[src/cfl_pkg.sv]
// ----------------------------------------------------------------------------
// cfl_pkg: shared types and constants for the CFL time-step reduction core
// Beat payloads, configuration register indexes and reset values, and the
// request/response bundle of the shared divide/square-root unit.
// ----------------------------------------------------------------------------
package cfl_pkg;

  // One input beat: a mesh cell, Q16.16 throughout
  typedef struct packed {
    logic        [31:0] depth;
    logic signed [31:0] discharge_x;
    logic signed [31:0] discharge_y;
    logic        [31:0] inradius;
    logic               last_cell;
  } cell_t;

  // One output beat
  typedef struct packed {
    logic        cell_dry;
    logic [31:0] min_step;
    logic [31:0] max_depth;
    logic        pass_done;
  } result_t;

  typedef logic [1:0] cfg_index_t;

  localparam cfg_index_t CFG_DRY_THRESHOLD = 2'd0;
  localparam cfg_index_t CFG_GRAVITY       = 2'd1;
  localparam cfg_index_t CFG_COURANT       = 2'd2;

  localparam logic [31:0] DRY_THRESHOLD_RST = 32'd65;
  localparam logic [31:0] GRAVITY_RST       = 32'd642908;
  localparam logic [31:0] COURANT_RST       = 32'd32768;

  typedef enum logic {
    OP_DIV,
    OP_SQRT
  } iter_op_t;

  // Divide: operand is the 64-bit dividend, divisor is 33 bits, quotient
  // saturates at all ones. Square root: operand is the radicand, floor root.
  typedef struct packed {
    logic        start;
    iter_op_t    op;
    logic [63:0] operand;
    logic [32:0] divisor;
  } iter_req_t;

  typedef struct packed {
    logic        done;
    logic [31:0] value;
  } iter_rsp_t;

endpackage

[src/cfl_mul.sv]
// ----------------------------------------------------------------------------
// cfl_mul: registered 32x32 unsigned multiplier
// The product is registered: it appears in the cycle after the operands are presented.
// ----------------------------------------------------------------------------
module cfl_mul
  import cfl_pkg::*;
(
  input  logic        clk,
  input  logic [31:0] a,
  input  logic [31:0] b,
  output logic [63:0] product
);

  logic [63:0] product_next;

  assign product_next = {32'd0, a} * {32'd0, b};

  always_ff @(posedge clk) begin
    product <= product_next;
  end

endmodule

[src/cfl_iter_unit.sv]
// ----------------------------------------------------------------------------
// cfl_iter_unit: shared radix-2 divider / radix-2 square root
// One subtractor serves both: restoring division retires one quotient bit a
// cycle, the digit-by-digit square root one root bit a cycle.
// ----------------------------------------------------------------------------
module cfl_iter_unit
  import cfl_pkg::*;
(
  input  logic      clk,
  input  logic      rst,
  input  iter_req_t req,
  output iter_rsp_t rsp
);

  logic        busy;
  logic        done;
  logic [4:0]  cnt;
  iter_op_t    op;
  logic [33:0] rem;
  logic [63:0] work;
  logic [31:0] root;
  logic [32:0] divisor;

  logic [35:0] cand;
  logic [35:0] sub;
  logic [36:0] diff;
  logic        take;
  logic        div_sat;

  always_comb begin
    if (op == OP_DIV) begin
      cand = {1'b0, rem, work[63]};
      sub  = {3'b000, divisor};
    end else begin
      cand = {rem, work[63:62]};
      sub  = {2'b00, root, 2'b01};
    end
    diff = {1'b0, cand} - {1'b0, sub};
    take = !diff[36];
  end

  // quotient would not fit in 32 bits
  assign div_sat = ({1'b0, req.operand[63:32]} >= req.divisor);

  always_ff @(posedge clk) begin
    if (rst) begin
      busy <= 1'b0;
      done <= 1'b0;
      cnt  <= 5'd0;
    end else begin
      done <= 1'b0;
      if (req.start) begin
        cnt <= 5'd31;
        if (req.op == OP_DIV && div_sat) begin
          busy <= 1'b0;
          done <= 1'b1;
        end else begin
          busy <= 1'b1;
        end
      end else if (busy) begin
        cnt <= cnt - 5'd1;
        if (cnt == 5'd0) begin
          busy <= 1'b0;
          done <= 1'b1;
        end
      end
    end
  end

  always_ff @(posedge clk) begin
    if (req.start) begin
      op      <= req.op;
      divisor <= req.divisor;
      if (req.op == OP_DIV) begin
        rem  <= {2'b00, req.operand[63:32]};
        work <= {req.operand[31:0], 32'd0};
        root <= div_sat ? '1 : '0;
      end else begin
        rem  <= '0;
        work <= req.operand;
        root <= '0;
      end
    end else if (busy) begin
      rem  <= take ? diff[33:0] : cand[33:0];
      root <= {root[30:0], take};
      work <= (op == OP_DIV) ? {work[62:0], 1'b0} : {work[61:0], 2'b00};
    end
  end

  assign rsp.done  = done;
  assign rsp.value = root;

endmodule

[src/cfl_timestep_reduction_core.sv]
// ----------------------------------------------------------------------------
// cfl_timestep_reduction_core: CFL stable time-step reduction over mesh cells
//
// Usage:
//   cell channel   (cell_valid/cell_ready/mesh_cell): one beat per mesh cell.
//   result channel (result_valid/result_ready/result): one beat per cell,
//     carrying the dry flag, running minimum step, running maximum wet depth
//     and pass_done (echo of last_cell). After a last_cell beat the running
//     values return to full scale / zero for the next pass.
//   cfg channel (cfg_valid/cfg_ready/cfg_index/cfg_data): register writes,
//     always ready; write only while the core is idle. Unknown index ignored.
// Sequencing:
//   Dry cell: from acceptance straight to the finish step, which loads the result.
//   Wet cell: five passes of the shared divide/square-root unit (a saturating
//   divide skips its iterations) plus the multiply, sum and finish steps;
//   ready only when idle, so the core holds one cell at a time.
// Reset: synchronous rst clears the sequencer and result valid, loads the
//   register defaults, min step to all ones and max depth to zero.
// Stall: the result register holds its beat until taken; a new cell is still
//   accepted, and its finish step waits while the old beat is pending.
// ----------------------------------------------------------------------------
module cfl_timestep_reduction_core
  import cfl_pkg::*;
(
  input  logic       clk,
  input  logic       rst,
  input  logic       cell_valid,
  output logic       cell_ready,
  input  cell_t      mesh_cell,
  output logic       result_valid,
  input  logic       result_ready,
  output result_t    result,
  input  logic       cfg_valid,
  output logic       cfg_ready,
  input  cfg_index_t cfg_index,
  input  logic [31:0] cfg_data
);

  typedef enum logic [4:0] {
    S_IDLE,
    S_MUL_GH,   // g*h
    S_C_GO,     // c = sqrt(g*h)
    S_C_WAIT,
    S_U_GO,     // u = |qx|/h
    S_U_WAIT,
    S_V_GO,     // v = |qy|/h
    S_V_WAIT,
    S_MUL_UU,
    S_MUL_VV,
    S_SUM,      // u^2 + v^2, saturating
    S_S_GO,     // sqrt(u^2+v^2)
    S_S_WAIT,
    S_MUL_NUM,  // cfl * inradius
    S_D_GO,     // step = num / speed
    S_D_WAIT,
    S_FINISH
  } state_t;

  state_t      state;

  // config registers
  logic [31:0] dry_threshold;
  logic [31:0] gravity;
  logic [31:0] courant_number;

  // accumulators
  logic [31:0] step_minimum;
  logic [31:0] depth_maximum;

  // per-cell working registers
  cell_t       cell_r;
  logic        dry;
  logic [31:0] c;
  logic [31:0] u;
  logic [31:0] v;
  logic [63:0] sq;
  logic [32:0] speed;
  logic [31:0] step;

  logic [31:0] mag_x;
  logic [31:0] mag_y;
  logic [31:0] mul_a;
  logic [31:0] mul_b;
  logic [63:0] prod;
  logic [64:0] sum_wide;
  logic [31:0] vel;
  logic [31:0] min_next;
  logic [31:0] max_next;
  iter_req_t   req;
  iter_rsp_t   rsp;

  assign cell_ready = (state == S_IDLE);
  assign cfg_ready  = 1'b1;

  // two's-complement magnitude; the most negative value maps to 2^31
  assign mag_x = cell_r.discharge_x[31] ? (~cell_r.discharge_x + 32'd1) : cell_r.discharge_x;
  assign mag_y = cell_r.discharge_y[31] ? (~cell_r.discharge_y + 32'd1) : cell_r.discharge_y;

  // velocity floor at one LSB
  assign vel = (rsp.value == 32'd0) ? 32'd1 : rsp.value;

  assign sum_wide = {1'b0, sq} + {1'b0, prod};

  always_comb begin
    case (state)
      S_MUL_UU: begin
        mul_a = u;
        mul_b = u;
      end
      S_MUL_VV: begin
        mul_a = v;
        mul_b = v;
      end
      S_MUL_NUM: begin
        mul_a = courant_number;
        mul_b = cell_r.inradius;
      end
      default: begin
        mul_a = gravity;
        mul_b = cell_r.depth;
      end
    endcase
  end

  cfl_mul u_mul (
    .clk     (clk),
    .a       (mul_a),
    .b       (mul_b),
    .product (prod)
  );

  // operand steering into the shared unit
  always_comb begin
    req.start   = 1'b0;
    req.op      = OP_DIV;
    req.operand = prod;
    req.divisor = {1'b0, cell_r.depth};
    case (state)
      S_C_GO: begin
        req.start = 1'b1;
        req.op    = OP_SQRT;
      end
      S_U_GO: begin
        req.start   = 1'b1;
        req.operand = {16'd0, mag_x, 16'd0};
      end
      S_V_GO: begin
        req.start   = 1'b1;
        req.operand = {16'd0, mag_y, 16'd0};
      end
      S_S_GO: begin
        req.start   = 1'b1;
        req.op      = OP_SQRT;
        req.operand = sq;
      end
      S_D_GO: begin
        req.start   = 1'b1;
        req.divisor = speed;
      end
      default: ;
    endcase
  end

  cfl_iter_unit u_iter (
    .clk (clk),
    .rst (rst),
    .req (req),
    .rsp (rsp)
  );

  // running values including the current cell
  assign min_next = (!dry && step < step_minimum) ? step : step_minimum;
  assign max_next = (!dry && cell_r.depth > depth_maximum) ? cell_r.depth : depth_maximum;

  always_ff @(posedge clk) begin
    if (rst) begin
      state          <= S_IDLE;
      result_valid   <= 1'b0;
      dry_threshold  <= DRY_THRESHOLD_RST;
      gravity        <= GRAVITY_RST;
      courant_number <= COURANT_RST;
      step_minimum   <= '1;
      depth_maximum  <= '0;
    end else begin
      if (cfg_valid) begin
        case (cfg_index)
          CFG_DRY_THRESHOLD: dry_threshold  <= cfg_data;
          CFG_GRAVITY:       gravity        <= cfg_data;
          CFG_COURANT:       courant_number <= cfg_data;
          default: ;
        endcase
      end

      // the finish step reloads the beat itself when the old one is taken
      if (result_valid && result_ready && state != S_FINISH) begin
        result_valid <= 1'b0;
      end

      case (state)
        S_IDLE: begin
          if (cell_valid) begin
            cell_r <= mesh_cell;
            dry    <= (mesh_cell.depth <= dry_threshold);
            state  <= (mesh_cell.depth <= dry_threshold) ? S_FINISH : S_MUL_GH;
          end
        end
        S_MUL_GH: state <= S_C_GO;
        S_C_GO:   state <= S_C_WAIT;
        S_C_WAIT: begin
          if (rsp.done) begin
            c     <= rsp.value;
            state <= S_U_GO;
          end
        end
        S_U_GO:   state <= S_U_WAIT;
        S_U_WAIT: begin
          if (rsp.done) begin
            u     <= vel;
            state <= S_V_GO;
          end
        end
        S_V_GO:   state <= S_V_WAIT;
        S_V_WAIT: begin
          if (rsp.done) begin
            v     <= vel;
            state <= S_MUL_UU;
          end
        end
        S_MUL_UU: state <= S_MUL_VV;
        S_MUL_VV: begin
          sq    <= prod;  // u^2
          state <= S_SUM;
        end
        S_SUM: begin
          sq    <= sum_wide[64] ? '1 : sum_wide[63:0];
          state <= S_S_GO;
        end
        S_S_GO:   state <= S_S_WAIT;
        S_S_WAIT: begin
          if (rsp.done) begin
            speed <= {1'b0, rsp.value} + {1'b0, c};
            state <= S_MUL_NUM;
          end
        end
        S_MUL_NUM: state <= S_D_GO;
        S_D_GO:    state <= S_D_WAIT;
        S_D_WAIT: begin
          if (rsp.done) begin
            step  <= rsp.value;
            state <= S_FINISH;
          end
        end
        S_FINISH: begin
          // wait for the result register to free up
          if (!result_valid || result_ready) begin
            result.cell_dry  <= dry;
            result.min_step  <= min_next;
            result.max_depth <= max_next;
            result.pass_done <= cell_r.last_cell;
            result_valid     <= 1'b1;
            step_minimum     <= cell_r.last_cell ? '1 : min_next;
            depth_maximum    <= cell_r.last_cell ? '0 : max_next;
            state            <= S_IDLE;
          end
        end
        default: state <= S_IDLE;
      endcase
    end
  end

endmodule

[config.mk]
export PLATFORM = sky130hd
export DESIGN_NAME = cfl_timestep_reduction_core
export DESIGN_NICKNAME = d
export VERILOG_FILES = /design/src/cfl_pkg.sv /design/src/cfl_mul.sv /design/src/cfl_iter_unit.sv /design/src/cfl_timestep_reduction_core.sv
export SDC_FILE = /design/constraint.sdc
export NUM_CORES = 2
export LEC_CHECK = 0
export ABC_AREA = 1
export ABC_CLOCK_PERIOD_IN_PS = 11150
export BUFFER_PORTS_ARGS = -buffer_cell sky130_fd_sc_hd__buf_2
export CORE_MARGIN = 2
export CORE_UTILIZATION = 45
export CTS_BUF_LIST = sky130_fd_sc_hd__clkbuf_16
export DETAILED_ROUTE_END_ITERATION = 12
export GPL_TIMING_DRIVEN = 0
export HOLD_SLACK_MARGIN = 0.03
export PLACE_DENSITY = 0.62
export REMOVE_ABC_BUFFERS = 1
export SLEW_MARGIN = 30
export SYNTH_ARGS = -nofsm -noshare
export SYNTH_HDL_FRONTEND = slang
export SYNTH_SLANG_ARGS = --single-unit
export TNS_END_PERCENT = 5
[constraint.sdc]
create_clock -name clk -period 11.15 [get_ports clk]
set_clock_uncertainty 0.1 [all_clocks]
set_input_delay 2.23 -clock clk [delete_from_list [all_inputs] [get_ports clk]]
set_output_delay 2.23 -clock clk [all_outputs]
set_load 0.02 [all_outputs]
==> impl_metrics.csv <==
group,metric,value,unit
logic_synthesis,synth_top_family_by_area,"adder cells",
critical_path,timing.critical_path.mode_cell,"fa_1",
critical_path,worstPathArrival,11.04,ns
clocking,htreeDepth,3,
clocking,cts_buffer_depth,3,
routing,viasPerCell,5.569,
critical_path,end_kind,"register",
placement,hpwl,244200,um
logic_synthesis,synth-compound-area-share,0.09253,
timing,finalHoldViolCount,0,
clocking,insertion_delay,0.75,ns
final_layout,fin_area,90170,um2
logic_synthesis,synth_edf_count,585,
logic_synthesis,yosys_register_bits,822,
placement,place_congestion,0.9832,
routing,drt_iter0_drc,6883,
clocking,cts_setup_buffers,0,
critical_path,critPathKind,"register to register",
logic_synthesis,synth_mux_area_frac,0.0008647,
final_layout,drive_gt1_frac,0.07750,
timing,tightestPinTransition,1.001,ns
critical_path,cp-startpoint,"state[2]",
critical_path,r2r_start,"state[2]",
floorplanning,rows,155,
logic_synthesis,synth_cells,9963,
status,outcome,"completed",
clocking,cts_tree,"yes",
floorplanning,die_area,183500,um2
placement,numPortBuffers,235,
timing,min_period_over_period,0.9440,
floorplanning,chipHeight,428.3,um
clocking,cts_resized,0,
clocking,hold_buffers,0,
routing,vias,69894,
placement,place_area,87160,um2
final_layout,nets,11693,
critical_path,required,11.66,ns
grt,grt_util_all_layers,0.3272,
routing,ant_nets,0,
critical_path,max_stage_delay,0.59,ns
logic_synthesis,ys_types,58,
floorplanning,start_util,0.4536,
grt,antenna_found_initial,29,
logic_synthesis,yosysWarnings,0,
logic_synthesis,async_reset_ff_frac,0,
logic_synthesis,netlist_area,81030,um2
routing,first_pass_iters,8,
logic_synthesis,synthAdderAreaFrac,0.3030,
min_path,min_path_type,"register to register",
floorplanning,core_area,178600,um2
logic_synthesis,syn_area_per_cell,8.133,um2
timing,finalMaxSlewViolations,0,
logic_synthesis,synth_xor_area_frac,0.01427,
timing,maxSlewHeadroom,0.3259,
grt,grt_max_degree,74,
grt,grt_pass1_wl,447900,um
logic_synthesis,synth-simple-area-share,0.2124,
run,drv_cap,0,
clocking,cts.sinks,822,
timing,setup_viol,0,
timing,fin_tns_setup,0,ns
timing,timing.fmax,95.01,MHz
grt,grt_pass1_vias,70243,
timing,rsz0062_at_grt,"no",
floorplanning,io_pins,237,
critical_path,crit_path_start_kind,"register",
clocking,path_clk_slew,0.06,ns
routing,drt-total-wl,301400,um
critical_path,slowest_stage,"a221oi_4",
routing,drc,0,
grt,grt.overflow.total,0,
routing,wl_per_cell,24.02,um
placement,dp_slack,0.8116,ns
logic_synthesis,synth_ff_type,"edfxtp_1",
min_path,min-delay-start,"dry_threshold[7]",
timing,timing.final.ws_setup,0.6243,ns
critical_path,cp_max_fo,14,
final_layout,final_cell_mix,"nand2_1 (2200), inv_1 (1709), nor2_1 (1215)",
floorplanning,die_w,428.3,um
clocking,numCtsBuffers,91,
clocking,clockRootBuffer,"clkbuf_16",
timing,fin_crit,10.53,ns
logic_synthesis,ys_seq_area_frac,0.2754,
final_layout,syn_to_final_growth,11.29,%
final_layout,n_fill_cell,17149,
final_layout,final_common_cell,"nand2_1",
## cell families (layout without fill, tap and decap cells)
| logic type | count (synthesis) | after routing |
|---|---|---|
| simple gates | 4207 | 4207 |
| buf+inv | 2128 | 2345 |
| fa+ha+maj | 1423 | 1423 |
| compound gates | 1243 | 1243 |
| flops | 822 | 822 |
| xor+xnor | 132 | 132 |
| mux | 7 | 7 |
| other cells | 1 | 16 |
## routing by layer
metal  track usage  vias up  wire [um]
met4        0.1824        6      19240
li1              -    31791          -
met5      0.003123        -        118
met1        0.4233    34190     120800
met3       0.06363      773      25990
met2        0.5152     3134     135300
## state kept, by name, summed over array words and instances (netlist names), 33 cells and up
| name | cells |
|---|---|
| cell_r | 129 |
| u_iter.work | 64 |
| u_iter.divisor | 33 |
| speed | 33 |
| u_mul.product | 64 |
| u_iter.rem | 34 |
| result | 66 |
| sq | 64 |
## cells in the mapped netlist, types with 62 or more instances
cell type | count | area (um2)
nor2_1 | 1225 | 4598
fa_1 | 899 | 18000
ha_1 | 524 | 6556
a21oi_1 | 527 | 2638
or2_2 | 72 | 450.4
clkbuf_1 | 191 | 716.9
nand4_1 | 90 | 563.0
o21ai_0 | 444 | 2222
xnor2_1 | 62 | 543.0
buf_2 | 153 | 765.7
nand3_1 | 443 | 2217
dfxtp_1 | 237 | 4745
nand2_1 | 2207 | 8284
xor2_1 | 70 | 613.1
edfxtp_1 | 585 | 17570
inv_1 | 1690 | 6344
## critical path, delay by kind of cell, from the launching register on
kind                     cells  cell delay [ns]
adder cells (fa/ha/maj)      9             4.57
AND/OR/NAND/NOR              9             2.00
AO/OA/AOI/OAI                3             1.33
buffers and inverters        9             1.77
flip-flops                   1             0.54
## path summary, 6_finish.rpt
path         cells after the start                end  slack (ns)
min reg2reg                      2   dry_threshold[7]        0.36
min                              2   dry_threshold[7]        0.36
max                             30  u_mul.product[62]        0.62
max reg2reg                     30  u_mul.product[62]        0.62
## per-stage QoR
stage	std cells	hold WS [ns]	utilization
final	12550	0.3605	0.5049
after floorplan	9581	0.3266	-
after detailed placement	12363	0.3516	0.4880
after CTS	12534	0.3621	0.5045
after global placement	12171	0.3374	0.4673
after global routing	12545	0.3760	0.5048
## final cells by class
class / instances / area [um2] / area share
diodes: 15 / 37.54 / 0.0004163
clock buffers: 92 / 2302 / 0.02553
clock inverters: 79 / 658.1 / 0.007298
inverters: 1746 / 6575 / 0.07292
multi-input cells: 7013 / 51260 / 0.5685
flip-flops and latches: 822 / 22310 / 0.2474
well taps: 2355 / 2947 / 0.03268
repair buffers: 428 / 4081 / 0.04526
Power is not shown: default switching activity piles up to over one toggle a cycle in this logic, so the estimate is an artifact.
